--- config.mk ---
export PLATFORM = sky130hd
export DESIGN_NAME = uart_8n1_tx_rx_flat
export DESIGN_NICKNAME = d
export VERILOG_FILES = /design/src/hw/rtl/uart_trx_pkg.sv /design/src/hw/rtl/uart_trx_if.sv /design/src/hw/rtl/uart_8n1_tx_rx.sv /design/src/flat_wrapper.sv
export SDC_FILE = /design/constraint.sdc
export NUM_CORES = 1
export LEC_CHECK = 0
export BUFFER_PORTS_ARGS = -buffer_cell sky130_fd_sc_hd__buf_2
export CORE_MARGIN = 1.5
export CORE_UTILIZATION = 55
export CTS_CLUSTER_DIAMETER = 100
export DETAILED_ROUTE_END_ITERATION = 8
export PLACE_DENSITY = 0.79
export SYNTH_ARGS = -nofsm -noshare
export SYNTH_HDL_FRONTEND = slang
export SYNTH_SLANG_ARGS = --single-unit
--- constraint.sdc ---
create_clock -name clk -period 3.97 [get_ports clk]
set_input_delay 0.5955 -clock clk [delete_from_list [all_inputs] [get_ports clk]]
set_output_delay 0.5955 -clock clk [all_outputs]
set_load 0.02 [all_outputs]
--- src/hw/rtl/uart_trx_pkg.sv ---
// ----------------------------------------------------------------------------
// UART transceiver package
// Field widths, register reset value and parameter defaults shared by the
// channel interfaces and the transceiver.
// ----------------------------------------------------------------------------
package uart_trx_pkg;

  // Width of the bit period register.
  localparam int BIT_PERIOD_W = 16;

  // Reset value of the bit period: 1000000 / 9600 ticks of one microsecond.
  localparam logic [BIT_PERIOD_W-1:0] BIT_PERIOD_RESET = 16'd104;

  // Width of the byte fields on both channels.
  localparam int BYTE_W = 8;

  // Parameter defaults.
  localparam int FRAME_BITS_DEFAULT       = 10;
  localparam int TICK_COUNT_WIDTH_DEFAULT = 16;

  typedef logic [BYTE_W-1:0] byte_t;

endpackage

--- src/hw/rtl/uart_trx_if.sv ---
// ----------------------------------------------------------------------------
// UART transceiver channel interfaces
// The tick channel carries one time tick of line and transmit request; the
// result channel carries the line levels and flags produced for that tick.
// ----------------------------------------------------------------------------
interface uart_trx_in_if;
  import uart_trx_pkg::*;

  logic  valid;
  logic  ready;
  logic  rx_line;
  logic  tx_request;
  byte_t tx_byte;

  modport source (output valid, output rx_line, output tx_request, output tx_byte,
                  input ready);
  modport sink (input valid, input rx_line, input tx_request, input tx_byte,
                output ready);
endinterface

interface uart_trx_out_if;
  import uart_trx_pkg::*;

  logic  valid;
  logic  ready;
  logic  tx_line;
  logic  tx_busy;
  logic  tx_accepted;
  logic  rx_valid;
  byte_t rx_byte;

  modport source (output valid, output tx_line, output tx_busy, output tx_accepted,
                  output rx_valid, output rx_byte, input ready);
  modport sink (input valid, input tx_line, input tx_busy, input tx_accepted,
                input rx_valid, input rx_byte, output ready);
endinterface

--- src/hw/rtl/uart_8n1_tx_rx.sv ---
// ----------------------------------------------------------------------------
// UART 8N1 transceiver
// Result: the result for a tick request is in the output register in the cycle
// after the request is accepted.
// Throughput: one tick request per cycle; a request is taken whenever the
// output register is empty or its result leaves in the same cycle, so only a
// stalled result holds the input.
// Reset: transmitter idle with the line high, receiver waiting for a start
// edge, bit period 104 ticks, output register empty.
// ----------------------------------------------------------------------------
module uart_8n1_tx_rx #(
  parameter int FRAME_BITS       = uart_trx_pkg::FRAME_BITS_DEFAULT,
  parameter int TICK_COUNT_WIDTH = uart_trx_pkg::TICK_COUNT_WIDTH_DEFAULT
) (
  input  logic                                  clk,
  input  logic                                  rst,
  input  logic                                  cfg_we,
  input  logic [uart_trx_pkg::BIT_PERIOD_W-1:0] cfg_wdata,
  uart_trx_in_if.sink                           item_in,
  uart_trx_out_if.source                        result_out
);
  import uart_trx_pkg::*;

  localparam int PAYLOAD_BITS = FRAME_BITS - 2;
  localparam int IDX_W        = $clog2(FRAME_BITS + 1);
  localparam int CW           = ((TICK_COUNT_WIDTH > BIT_PERIOD_W) ?
                                 TICK_COUNT_WIDTH : BIT_PERIOD_W) + 1;
  localparam int EXT_W        = PAYLOAD_BITS + BYTE_W;

  logic [BIT_PERIOD_W-1:0] bit_period;

  logic [FRAME_BITS-1:0]       tx_shift,      tx_shift_next;
  logic [IDX_W-1:0]            tx_bits_left,  tx_bits_left_next;
  logic [TICK_COUNT_WIDTH-1:0] tx_tick_count, tx_tick_count_next;
  logic                        rx_active,     rx_active_next;
  logic [FRAME_BITS-1:0]       rx_shift,      rx_shift_next;
  logic [IDX_W-1:0]            rx_bit_index,  rx_bit_index_next;
  logic [TICK_COUNT_WIDTH-1:0] rx_tick_count, rx_tick_count_next;

  logic        out_valid;
  logic        tx_line, tx_busy, tx_accepted, rx_valid;
  byte_t       rx_byte;
  logic        res_tx_line, res_tx_busy, res_tx_accepted, res_rx_valid;
  byte_t       res_rx_byte;

  logic [CW-1:0]           bp_ext, per_limit, per;
  logic [EXT_W-1:0]        tx_ext, rx_ext;
  logic [PAYLOAD_BITS-1:0] tx_data;
  logic                    accept;

  assign item_in.ready = !out_valid || result_out.ready;
  assign accept        = item_in.valid && item_in.ready;

  // Effective bit period: zero acts as one, and it never exceeds what the
  // tick counters can span.
  assign bp_ext    = CW'(bit_period);
  assign per_limit = CW'(1) << TICK_COUNT_WIDTH;
  always_comb begin
    if (bit_period == '0) begin
      per = CW'(1);
    end else if (bp_ext > per_limit) begin
      per = per_limit;
    end else begin
      per = bp_ext;
    end
  end

  assign tx_ext  = EXT_W'(item_in.tx_byte);
  assign tx_data = tx_ext[PAYLOAD_BITS-1:0];

  // Transmitter.
  always_comb begin
    tx_shift_next      = tx_shift;
    tx_bits_left_next  = tx_bits_left;
    tx_tick_count_next = tx_tick_count;
    res_tx_line        = 1'b1;
    res_tx_busy        = 1'b0;
    res_tx_accepted    = 1'b0;
    if (tx_bits_left == '0 && item_in.tx_request) begin
      tx_shift_next      = {1'b1, tx_data, 1'b0};
      tx_bits_left_next  = IDX_W'(FRAME_BITS);
      tx_tick_count_next = '0;
      res_tx_accepted    = 1'b1;
    end
    if (tx_bits_left_next != '0) begin
      res_tx_line = tx_shift_next[0];
      res_tx_busy = 1'b1;
      if (CW'(tx_tick_count_next) + CW'(1) >= per) begin
        tx_tick_count_next = '0;
        tx_shift_next      = {1'b1, tx_shift_next[FRAME_BITS-1:1]};
        tx_bits_left_next  = tx_bits_left_next - IDX_W'(1);
      end else begin
        tx_tick_count_next = tx_tick_count_next + TICK_COUNT_WIDTH'(1);
      end
    end
  end

  // Receiver. The first wait is half a bit so that every sample lands at
  // mid-bit; a one-tick period samples the start bit on the edge itself.
  always_comb begin
    rx_active_next     = rx_active;
    rx_shift_next      = rx_shift;
    rx_bit_index_next  = rx_bit_index;
    rx_tick_count_next = rx_tick_count;
    res_rx_valid       = 1'b0;
    res_rx_byte        = '0;
    rx_ext             = '0;
    if (!rx_active && !item_in.rx_line) begin
      rx_active_next     = 1'b1;
      rx_shift_next      = '0;
      rx_bit_index_next  = '0;
      rx_tick_count_next = TICK_COUNT_WIDTH'(per >> 1);
    end
    if (rx_active_next) begin
      if (rx_tick_count_next == '0) begin
        rx_shift_next      = rx_shift_next |
                             (FRAME_BITS'(item_in.rx_line) << rx_bit_index_next);
        rx_bit_index_next  = rx_bit_index_next + IDX_W'(1);
        rx_tick_count_next = TICK_COUNT_WIDTH'(per - CW'(1));
        if (rx_bit_index_next >= IDX_W'(FRAME_BITS)) begin
          rx_active_next = 1'b0;
          if (!rx_shift_next[0] && rx_shift_next[FRAME_BITS-1]) begin
            rx_ext       = EXT_W'(rx_shift_next[FRAME_BITS-2:1]);
            res_rx_valid = 1'b1;
            res_rx_byte  = rx_ext[BYTE_W-1:0];
          end
        end
      end else begin
        rx_tick_count_next = rx_tick_count_next - TICK_COUNT_WIDTH'(1);
      end
    end
  end

  always_ff @(posedge clk) begin
    if (rst) begin
      bit_period <= BIT_PERIOD_RESET;
    end else if (cfg_we) begin
      bit_period <= cfg_wdata;
    end
  end

  always_ff @(posedge clk) begin
    if (rst) begin
      tx_shift      <= '1;
      tx_bits_left  <= '0;
      tx_tick_count <= '0;
      rx_active     <= 1'b0;
      rx_shift      <= '0;
      rx_bit_index  <= '0;
      rx_tick_count <= '0;
    end else if (accept) begin
      tx_shift      <= tx_shift_next;
      tx_bits_left  <= tx_bits_left_next;
      tx_tick_count <= tx_tick_count_next;
      rx_active     <= rx_active_next;
      rx_shift      <= rx_shift_next;
      rx_bit_index  <= rx_bit_index_next;
      rx_tick_count <= rx_tick_count_next;
    end
  end

  always_ff @(posedge clk) begin
    if (rst) begin
      out_valid <= 1'b0;
    end else if (accept) begin
      out_valid <= 1'b1;
    end else if (result_out.ready) begin
      out_valid <= 1'b0;
    end
  end

  always_ff @(posedge clk) begin
    if (accept) begin
      tx_line     <= res_tx_line;
      tx_busy     <= res_tx_busy;
      tx_accepted <= res_tx_accepted;
      rx_valid    <= res_rx_valid;
      rx_byte     <= res_rx_byte;
    end
  end

  assign result_out.valid       = out_valid;
  assign result_out.tx_line     = tx_line;
  assign result_out.tx_busy     = tx_busy;
  assign result_out.tx_accepted = tx_accepted;
  assign result_out.rx_valid    = rx_valid;
  assign result_out.rx_byte     = rx_byte;

`ifndef SYNTH
  // A stalled result must hold off the next tick request.
  a_stall_blocks_input: assert property (@(posedge clk) disable iff (rst)
    out_valid && !result_out.ready |-> !item_in.ready)
    else $error("tick request taken while a result is stalled");

  // A byte taken for transmission starts its frame with the start bit.
  a_accept_starts_frame: assert property (@(posedge clk) disable iff (rst)
    $rose(out_valid) && tx_accepted |-> tx_busy && !tx_line)
    else $error("accepted byte did not start a frame");

  // The transmit and receive bit counters stay within one frame.
  a_counters_in_frame: assert property (@(posedge clk) disable iff (rst)
    accept |=> tx_bits_left <= IDX_W'(FRAME_BITS) && rx_bit_index <= IDX_W'(FRAME_BITS))
    else $error("bit counter ran past the frame");

  // A dropped or absent frame reports a zero byte.
  a_byte_zero_when_invalid: assert property (@(posedge clk) disable iff (rst)
    out_valid && !rx_valid |-> rx_byte == '0)
    else $error("received byte set without a valid frame");
`endif

endmodule

--- src/flat_wrapper.sv ---
// flat-port wrapper written by rule: the top's interface ports become plain ports
module uart_8n1_tx_rx_flat import uart_trx_pkg::*;
#(
  parameter int FRAME_BITS       = uart_trx_pkg::FRAME_BITS_DEFAULT,
  parameter int TICK_COUNT_WIDTH = uart_trx_pkg::TICK_COUNT_WIDTH_DEFAULT
)
  (clk, rst, cfg_we, cfg_wdata, item_in_valid, item_in_rx_line, item_in_tx_request, item_in_tx_byte, item_in_ready, result_out_valid, result_out_tx_line, result_out_tx_busy, result_out_tx_accepted, result_out_rx_valid, result_out_rx_byte, result_out_ready);
  uart_trx_in_if item_in_i ();
  uart_trx_out_if result_out_i ();
  input  logic clk;
  input  logic rst;
  input  logic cfg_we;
  input  logic [uart_trx_pkg::BIT_PERIOD_W-1:0] cfg_wdata;
  input wire logic [$bits(item_in_i.valid)-1:0] item_in_valid;
  input wire logic [$bits(item_in_i.rx_line)-1:0] item_in_rx_line;
  input wire logic [$bits(item_in_i.tx_request)-1:0] item_in_tx_request;
  input wire logic [$bits(item_in_i.tx_byte)-1:0] item_in_tx_byte;
  output wire logic [$bits(item_in_i.ready)-1:0] item_in_ready;
  output wire logic [$bits(result_out_i.valid)-1:0] result_out_valid;
  output wire logic [$bits(result_out_i.tx_line)-1:0] result_out_tx_line;
  output wire logic [$bits(result_out_i.tx_busy)-1:0] result_out_tx_busy;
  output wire logic [$bits(result_out_i.tx_accepted)-1:0] result_out_tx_accepted;
  output wire logic [$bits(result_out_i.rx_valid)-1:0] result_out_rx_valid;
  output wire logic [$bits(result_out_i.rx_byte)-1:0] result_out_rx_byte;
  input wire logic [$bits(result_out_i.ready)-1:0] result_out_ready;
  assign item_in_i.valid = item_in_valid;
  assign item_in_i.rx_line = item_in_rx_line;
  assign item_in_i.tx_request = item_in_tx_request;
  assign item_in_i.tx_byte = item_in_tx_byte;
  assign item_in_ready = item_in_i.ready;
  assign result_out_valid = result_out_i.valid;
  assign result_out_tx_line = result_out_i.tx_line;
  assign result_out_tx_busy = result_out_i.tx_busy;
  assign result_out_tx_accepted = result_out_i.tx_accepted;
  assign result_out_rx_valid = result_out_i.rx_valid;
  assign result_out_rx_byte = result_out_i.rx_byte;
  assign result_out_i.ready = result_out_ready;
  uart_8n1_tx_rx #(.FRAME_BITS(FRAME_BITS), .TICK_COUNT_WIDTH(TICK_COUNT_WIDTH)) u_core (.clk(clk), .rst(rst), .cfg_we(cfg_we), .cfg_wdata(cfg_wdata), .item_in(item_in_i), .result_out(result_out_i));
endmodule
# == After elaboration in Yosys (flattened, before gate mapping) ==
# Cells that the tools add are included.
# op_classes
reduce_logical,16
order_cmp,3
add_sub_neg,6
div_mod_pow,0
multipliers,0
eq_ne,0
bitwise,1
shifts,1
mux,29
# ops
cell,count
16-bit two-way mux,6
10-bit two-way mux,6
17-bit two-way mux,2
16-bit zero test,2
"16-bit by 1-bit subtractor with 16-bit output, second input constant",2
4-bit two-way mux,6
"16-bit by 1-bit adder with 17-bit output, second input constant",1
17-bit >= comparator,1
"16-bit by 17-bit greater-than comparator with 1-bit output, second input constant",1
"16-bit by 1-bit adder with 16-bit output, second input constant",1
10-bit OR,1
1-bit by 4-bit << shifter with 10-bit output,1
1-bit two-way mux,9
"4-bit by 1-bit adder with 4-bit output, second input constant",1
"4-bit >= comparator, second input constant",1
1-bit logical AND,4
1-bit zero test,4
4-bit zero test,1
4-bit AND reduction,1
4-bit nonzero test,1
"4-bit by 1-bit subtractor with 4-bit output, second input constant",1
3-bit AND reduction,1
2-bit nonzero test,1
1-bit logical OR,1
# word_totals
ramBits,0
latch_bits,0
ff_bits,90
n_memories,0
inputBits,31
output_inout_bits,14
romBits,0

# == Logic depth before layout (Yosys ltp) ==
# depth
ltp_word,8
ltp_mapped,20

# == Worst setup path after synthesis ==
# OpenSTA, ideal clock, no wires.
# synth_path
path_type,in2reg
start,input item_in_tx_request
end,register u_core.tx_shift[1]
path_slack_ns,-0.308
arrival_time_ns,4.156
required_ns,3.848
path_buffers,2
stages,19
path_cell_list,or3b_1 > or3_1 > buf_2 > clkbuf_1 > and2_1 > ha_1 > nand3_1 > nor3_1 > nand4_1 > xor2_1 > nor2_1 > ha_1 > nand4_1 > nor2_1 > nand4_1 > o211ai_1 > o21ai_2 > and3_1 > a311o_1
# synth_between
elab_chain_len,6
elab_cells_between_ends,9
cone_classes,add/sub: 1; order compare: 1; mux: 5; reduce/logical: 2
# synth_lines
element,line,rtl
from (decl),flat_wrapper.sv:16,input wire logic [$bits(item_in_i.tx_request)-1:0] item_in_tx_request;
1-bit logical AND (*),uart_8n1_tx_rx.sv:79,if (tx_bits_left == '0 && item_in.tx_request) begin
16-bit two-way mux,uart_8n1_tx_rx.sv:79,
16-bit by 1-bit adder with 17-bit output,uart_8n1_tx_rx.sv:88,if (CW'(tx_tick_count_next) + CW'(1) >= per) begin
17-bit >= comparator,uart_8n1_tx_rx.sv:88,
10-bit two-way mux,uart_8n1_tx_rx.sv:88,
10-bit two-way mux (*),uart_8n1_tx_rx.sv:85,if (tx_bits_left_next != '0) begin
to (signal assigned),uart_8n1_tx_rx.sv:152,tx_shift <= tx_shift_next;
to (decl),uart_8n1_tx_rx.sv:32,"logic [FRAME_BITS-1:0] tx_shift, tx_shift_next;"
# Mark *: on every way between the ends. The rest lies on a longest branch, timed or not.
# A chain may end at the register's enable or synchronous reset.

# == Final worst setup path ==
# layout_path
start,register u_core.tx_bits_left[1]
end,register u_core.tx_bits_left[2]
# layout_between
elab_chain_len,7
elab_cells_between_ends,10
cone_classes,add/sub: 2; order compare: 1; mux: 4; reduce/logical: 3
# layout_lines
element,line,rtl
from (decl),uart_8n1_tx_rx.sv:33,"logic [IDX_W-1:0] tx_bits_left, tx_bits_left_next;"
from (signal assigned),uart_8n1_tx_rx.sv:153,tx_bits_left <= tx_bits_left_next;
4-bit zero test,uart_8n1_tx_rx.sv:79,
1-bit logical AND,uart_8n1_tx_rx.sv:79,
16-bit two-way mux,uart_8n1_tx_rx.sv:79,
16-bit by 1-bit adder with 17-bit output,uart_8n1_tx_rx.sv:88,
17-bit >= comparator,uart_8n1_tx_rx.sv:88,
4-bit two-way mux,uart_8n1_tx_rx.sv:88,
4-bit two-way mux (*),uart_8n1_tx_rx.sv:85,
# Marked as above.

==> results.json <==
{
  "setup.worst_path.end_class": "register",
  "synth_cell_types": 69,
  "worst-path-max-fanout": 4,
  "die_height_um": 102,
  "whs_path_depth": 3,
  "synth_top_area_cell": "dfxtp_1",
  "cts-root-buf": "clkbuf_8",
  "maxCapViolCount": 0,
  "timing.rr.end": "u_core.tx_bits_left[2]$_SDFFE_PP0P_",
  "outcome": "complete, no violations",
  "drt_wl_total_um": 14100,
  "path_class": "register to register",
  "clk_latency_ns": 0.36,
  "power_density_mw_per_mm2": 353,
  "synth.avg_cell_area_um2": 7.90,
  "grt_pass1_wl_um": 23000,
  "fmax_mhz": 257,
  "synth_area_leaders": "dfxtp_1, edfxtp_1, nor2_1",
  "placed_cell_area_mm2": 0.00585,
  "die_w_um": 102,
  "hp-class": "input port to register",
  "synth_edf_count": 12,
  "core-area_mm2": 0.00937,
  "place_congestion": 0.960,
  "syn_to_final_growth_pct": 14.3,
  "dr_total_vias": 5284,
  "maxSlewViolCount": 0,
  "antenna_found_initial": 0,
  "grt_use_total_pct": 27.5,
  "synth_seq_cells": 90,
  "cts.sinks": 90,
  "grt_max_degree": 36,
  "crit_required_ns": 4.27,
  "first_global_vias": 4841,
  "worst_pin_slew_ns": 0.752,
  "reg2regPathDepth": 17,
  "port_buffers": 44,
  "std_cell_rows": 35,
  "ys_seq_area_share_pct": 35.7,
  "regArea_mm2": 0.00192,
  "clk_pin_slew_worst_paths_ns": 0.10,
  "drive_above_1_share_pct": 16.4,
  "cts_max_path_buffers": 2,
  "netlist_area_mm2": 0.00539,
  "power_w": 0.00217,
  "die_area_mm2": 0.0104,
  "drc_errors": 0,
  "setup_viol": 0,
  "grt.overflow.total": 0,
  "worst_hold_slack_ns": 0.476,
  "reg2reg_setup_slack_ns": 0.07,
  "htree_levels": 3,
  "avgRoutedWirePerCell_um": 16.4,
  "antenna_cells": 0,
  "slew_headroom_pct": 49.7,
  "final_util_pct": 65.7,
  "arrival_ns": 4.20,
  "drt_iter0_markers": 433,
  "cts_made_buffers": 9,
  "async_reset_ff_share_pct": 0,
  "hold_path_end": "u_core.bit_period[11]$_SDFFE_PP0P_",
  "irDropWorstVdd_mv": 0.188,
  "cts_tree": "yes",
  "ant_nets": 0,
  "synth_cells": 682,
  "finalHoldViolCount": 0,
  "fin_crit_ns": 3.90,
  "synth_warnings": 0,
  "period_share_pct": 98.2,
  "hold_buffers": 0,
  "final.setup.tns_ns": 0,
  "initial_core_util_pct": 57.5,
  "synth_top_area_share_pct": 29.0,
  "vias_per_cell": 6.15,
  "clock-skew-final_ns": 0.00976,
  "first_pass_iters": 6,
  "fill_cells": 812,
  "worstReg2RegStart": "u_core.tx_bits_left[1]$_SDFFE_PP0P_",
  "min_from": "cfg_wdata[11]",
  "synth_flop_cell": "dfxtp_1",
  "multi_input_area_mm2": 0.00328,
  "finish.instance_area_mm2": 0.00616,
  "rsz0062_at_grt": "yes",
  "cp-start-kind": "register",
  "finalNetCount": 777,
  "leakagePower_nw": 2.43,
  "synthesis.nets": 734,
  "ios": 45,
  "post-dp-hpwl_um": 9920
}
[Yosys cell counts (11+ instances only)]
cell type	n
nor3_1	22
inv_1	27
edfxtp_1	12
and2_1	13
nand2_1	75
buf_2	13
xor2_1	11
dfxtp_1	78
nor2_1	84
ha_1	21
clkbuf_1	26
mux2i_1	18
a22oi_1	13
a21oi_1	62
nand3_1	32
xnor2_1	14
a22o_1	11
nand4_1	12
o21ai_0	24
[registers in the layout, indices dropped and copies added, names as in the netlist]
| name | flops |
|---|---|
| u_core.result_out.tx_busy | 1 |
| u_core.tx_bits_left | 4 |
| u_core.result_out.tx_accepted | 1 |
| u_core.bit_period | 16 |
| u_core.result_out.rx_byte | 8 |
| u_core.result_out.rx_valid | 1 |
| u_core.rx_active | 1 |
| u_core.tx_tick_count | 16 |
| u_core.rx_bit_index | 4 |
| u_core.tx_shift | 10 |
| u_core.rx_shift | 10 |
| u_core.result_out.tx_line | 1 |
| u_core.result_out.valid | 1 |
| u_core.rx_tick_count | 16 |
[repair_timing]
item	4_1_cts	5_1_grt
endpoints found under the hold margin	0	0
setup endpoints to repair	0	26
buffers inserted	0	1
resized for setup	0	24
[worst max-delay path: stages (launching register included)]
cell	delay, ns
dfxtp_2	0.35
or3b_1	0.39
or3_4	0.36
and2_4	0.16
ha_4	0.17
nand3_4	0.12
nor3_4	0.06
nand2_1	0.09
xor2_1	0.16
nor2_1	0.08
ha_1	0.31
nand3_1	0.14
nor2_2	0.16
nand4_1	0.12
o211ai_1	0.41
nor2_2	0.14
or4_4	0.50
a21oi_2	0.14
[kinds of logic after synthesis]
| kind of cell | Yosys count | synth area share (%) |
|---|---|---|
| simple gates | 289 | 25.8 |
| compound gates | 166 | 20.6 |
| flops | 90 | 35.7 |
| buf+inv | 71 | 5.25 |
| xor+xnor | 25 | 4.07 |
| fa+ha+maj | 21 | 4.88 |
| mux | 20 | 3.76 |
[worst max-delay path by stage]
stage | from | end | slack, ns | depth (start not counted)
detailed placement | item_in_tx_request | u_core.tx_shift[5]$_SDFFE_PP1P_ | -0.22 | 18
finish | u_core.tx_bits_left[1]$_SDFFE_PP0P_ | u_core.tx_bits_left[2]$_SDFFE_PP0P_ | 0.07 | 17
floorplan | item_in_tx_request | u_core.tx_shift[1]$_SDFFE_PP1P_ | -0.10 | 19
global placement | item_in_tx_request | u_core.tx_shift[1]$_SDFFE_PP1P_ | -0.12 | 18
global route | u_core.tx_bits_left[1]$_SDFFE_PP0P_ | u_core.tx_bits_left[2]$_SDFFE_PP0P_ | -0.07 | 17
CTS | u_core.tx_bits_left[0]$_SDFFE_PP0P_ | u_core.tx_tick_count[11]$_SDFFE_PP0P_ | 0.04 | 14
[layer usage]
metal / track usage, % / up-vias / wire length (um) / part of all wire (%)
met1: 35.5 / 2438 / 6060 / 43
met4: 10.4 / 0 / 396 / 2.8
met3: 3.90 / 45 / 894 / 6.4
met5: 0 / - / 0 / 0
met2: 46.6 / 252 / 6700 / 48
li1: - / 2549 / - / -
[through the flow]
step / setup WS, ns / std cells
after floorplan: -0.101 / 682
after global placement: -0.121 / 842
after detailed placement: -0.219 / 842
after CTS: 0.0423 / 858
after global routing: -0.0722 / 859
final: 0.0718 / 859
[cells in the final DEF, fill, tap and decap left out, types with 3 or more instances in the layout]
cell | netlist | layout
a21o_1 | 3 | 3
a21oi_1 | 62 | 60
a221oi_1 | 9 | 7
a22o_1 | 11 | 11
a22oi_1 | 13 | 13
a31oi_1 | 6 | 6
and2_1 | 13 | 11
and3_1 | 10 | 9
buf_2 | 13 | 44
buf_4 | 0 | 28
clkbuf_8 | 0 | 10
dfxtp_1 | 78 | 76
edfxtp_1 | 12 | 12
ha_1 | 21 | 20
inv_1 | 27 | 27
mux2i_1 | 18 | 18
nand2_1 | 75 | 75
nand2b_1 | 4 | 4
nand3_1 | 32 | 31
nand4_1 | 12 | 12
nor2_1 | 84 | 81
nor2_2 | 1 | 3
nor2b_1 | 4 | 4
nor3_1 | 22 | 21
nor4_1 | 10 | 10
o211ai_1 | 4 | 4
o21ai_0 | 24 | 20
o21ai_1 | 0 | 4
o221ai_1 | 3 | 3
o22ai_1 | 3 | 3
or3_1 | 6 | 5
or4_1 | 4 | 3
xnor2_1 | 14 | 14
xor2_1 | 11 | 11
[power by group]
| part | switching [W] | internal (W) |
|---|---|---|
| registers | 0.0000429 | 0.000965 |
| clock network | 0.000343 | 0.000375 |
| logic | 0.000274 | 0.000172 |
| total | 0.000660 | 0.00151 |
[cell type report]
| cell class | instances | area share, % |
|---|---|---|
| sequential | 90 | 31.3 |
| timing repair buffer | 74 | 7.36 |
| clock buffer | 10 | 2.24 |
| inverter | 29 | 1.77 |
| clock inverter | 6 | 1.42 |
| tap | 129 | 2.62 |
| multi-input combinational | 521 | 53.3 |
(Power assumes the default switching activity.)
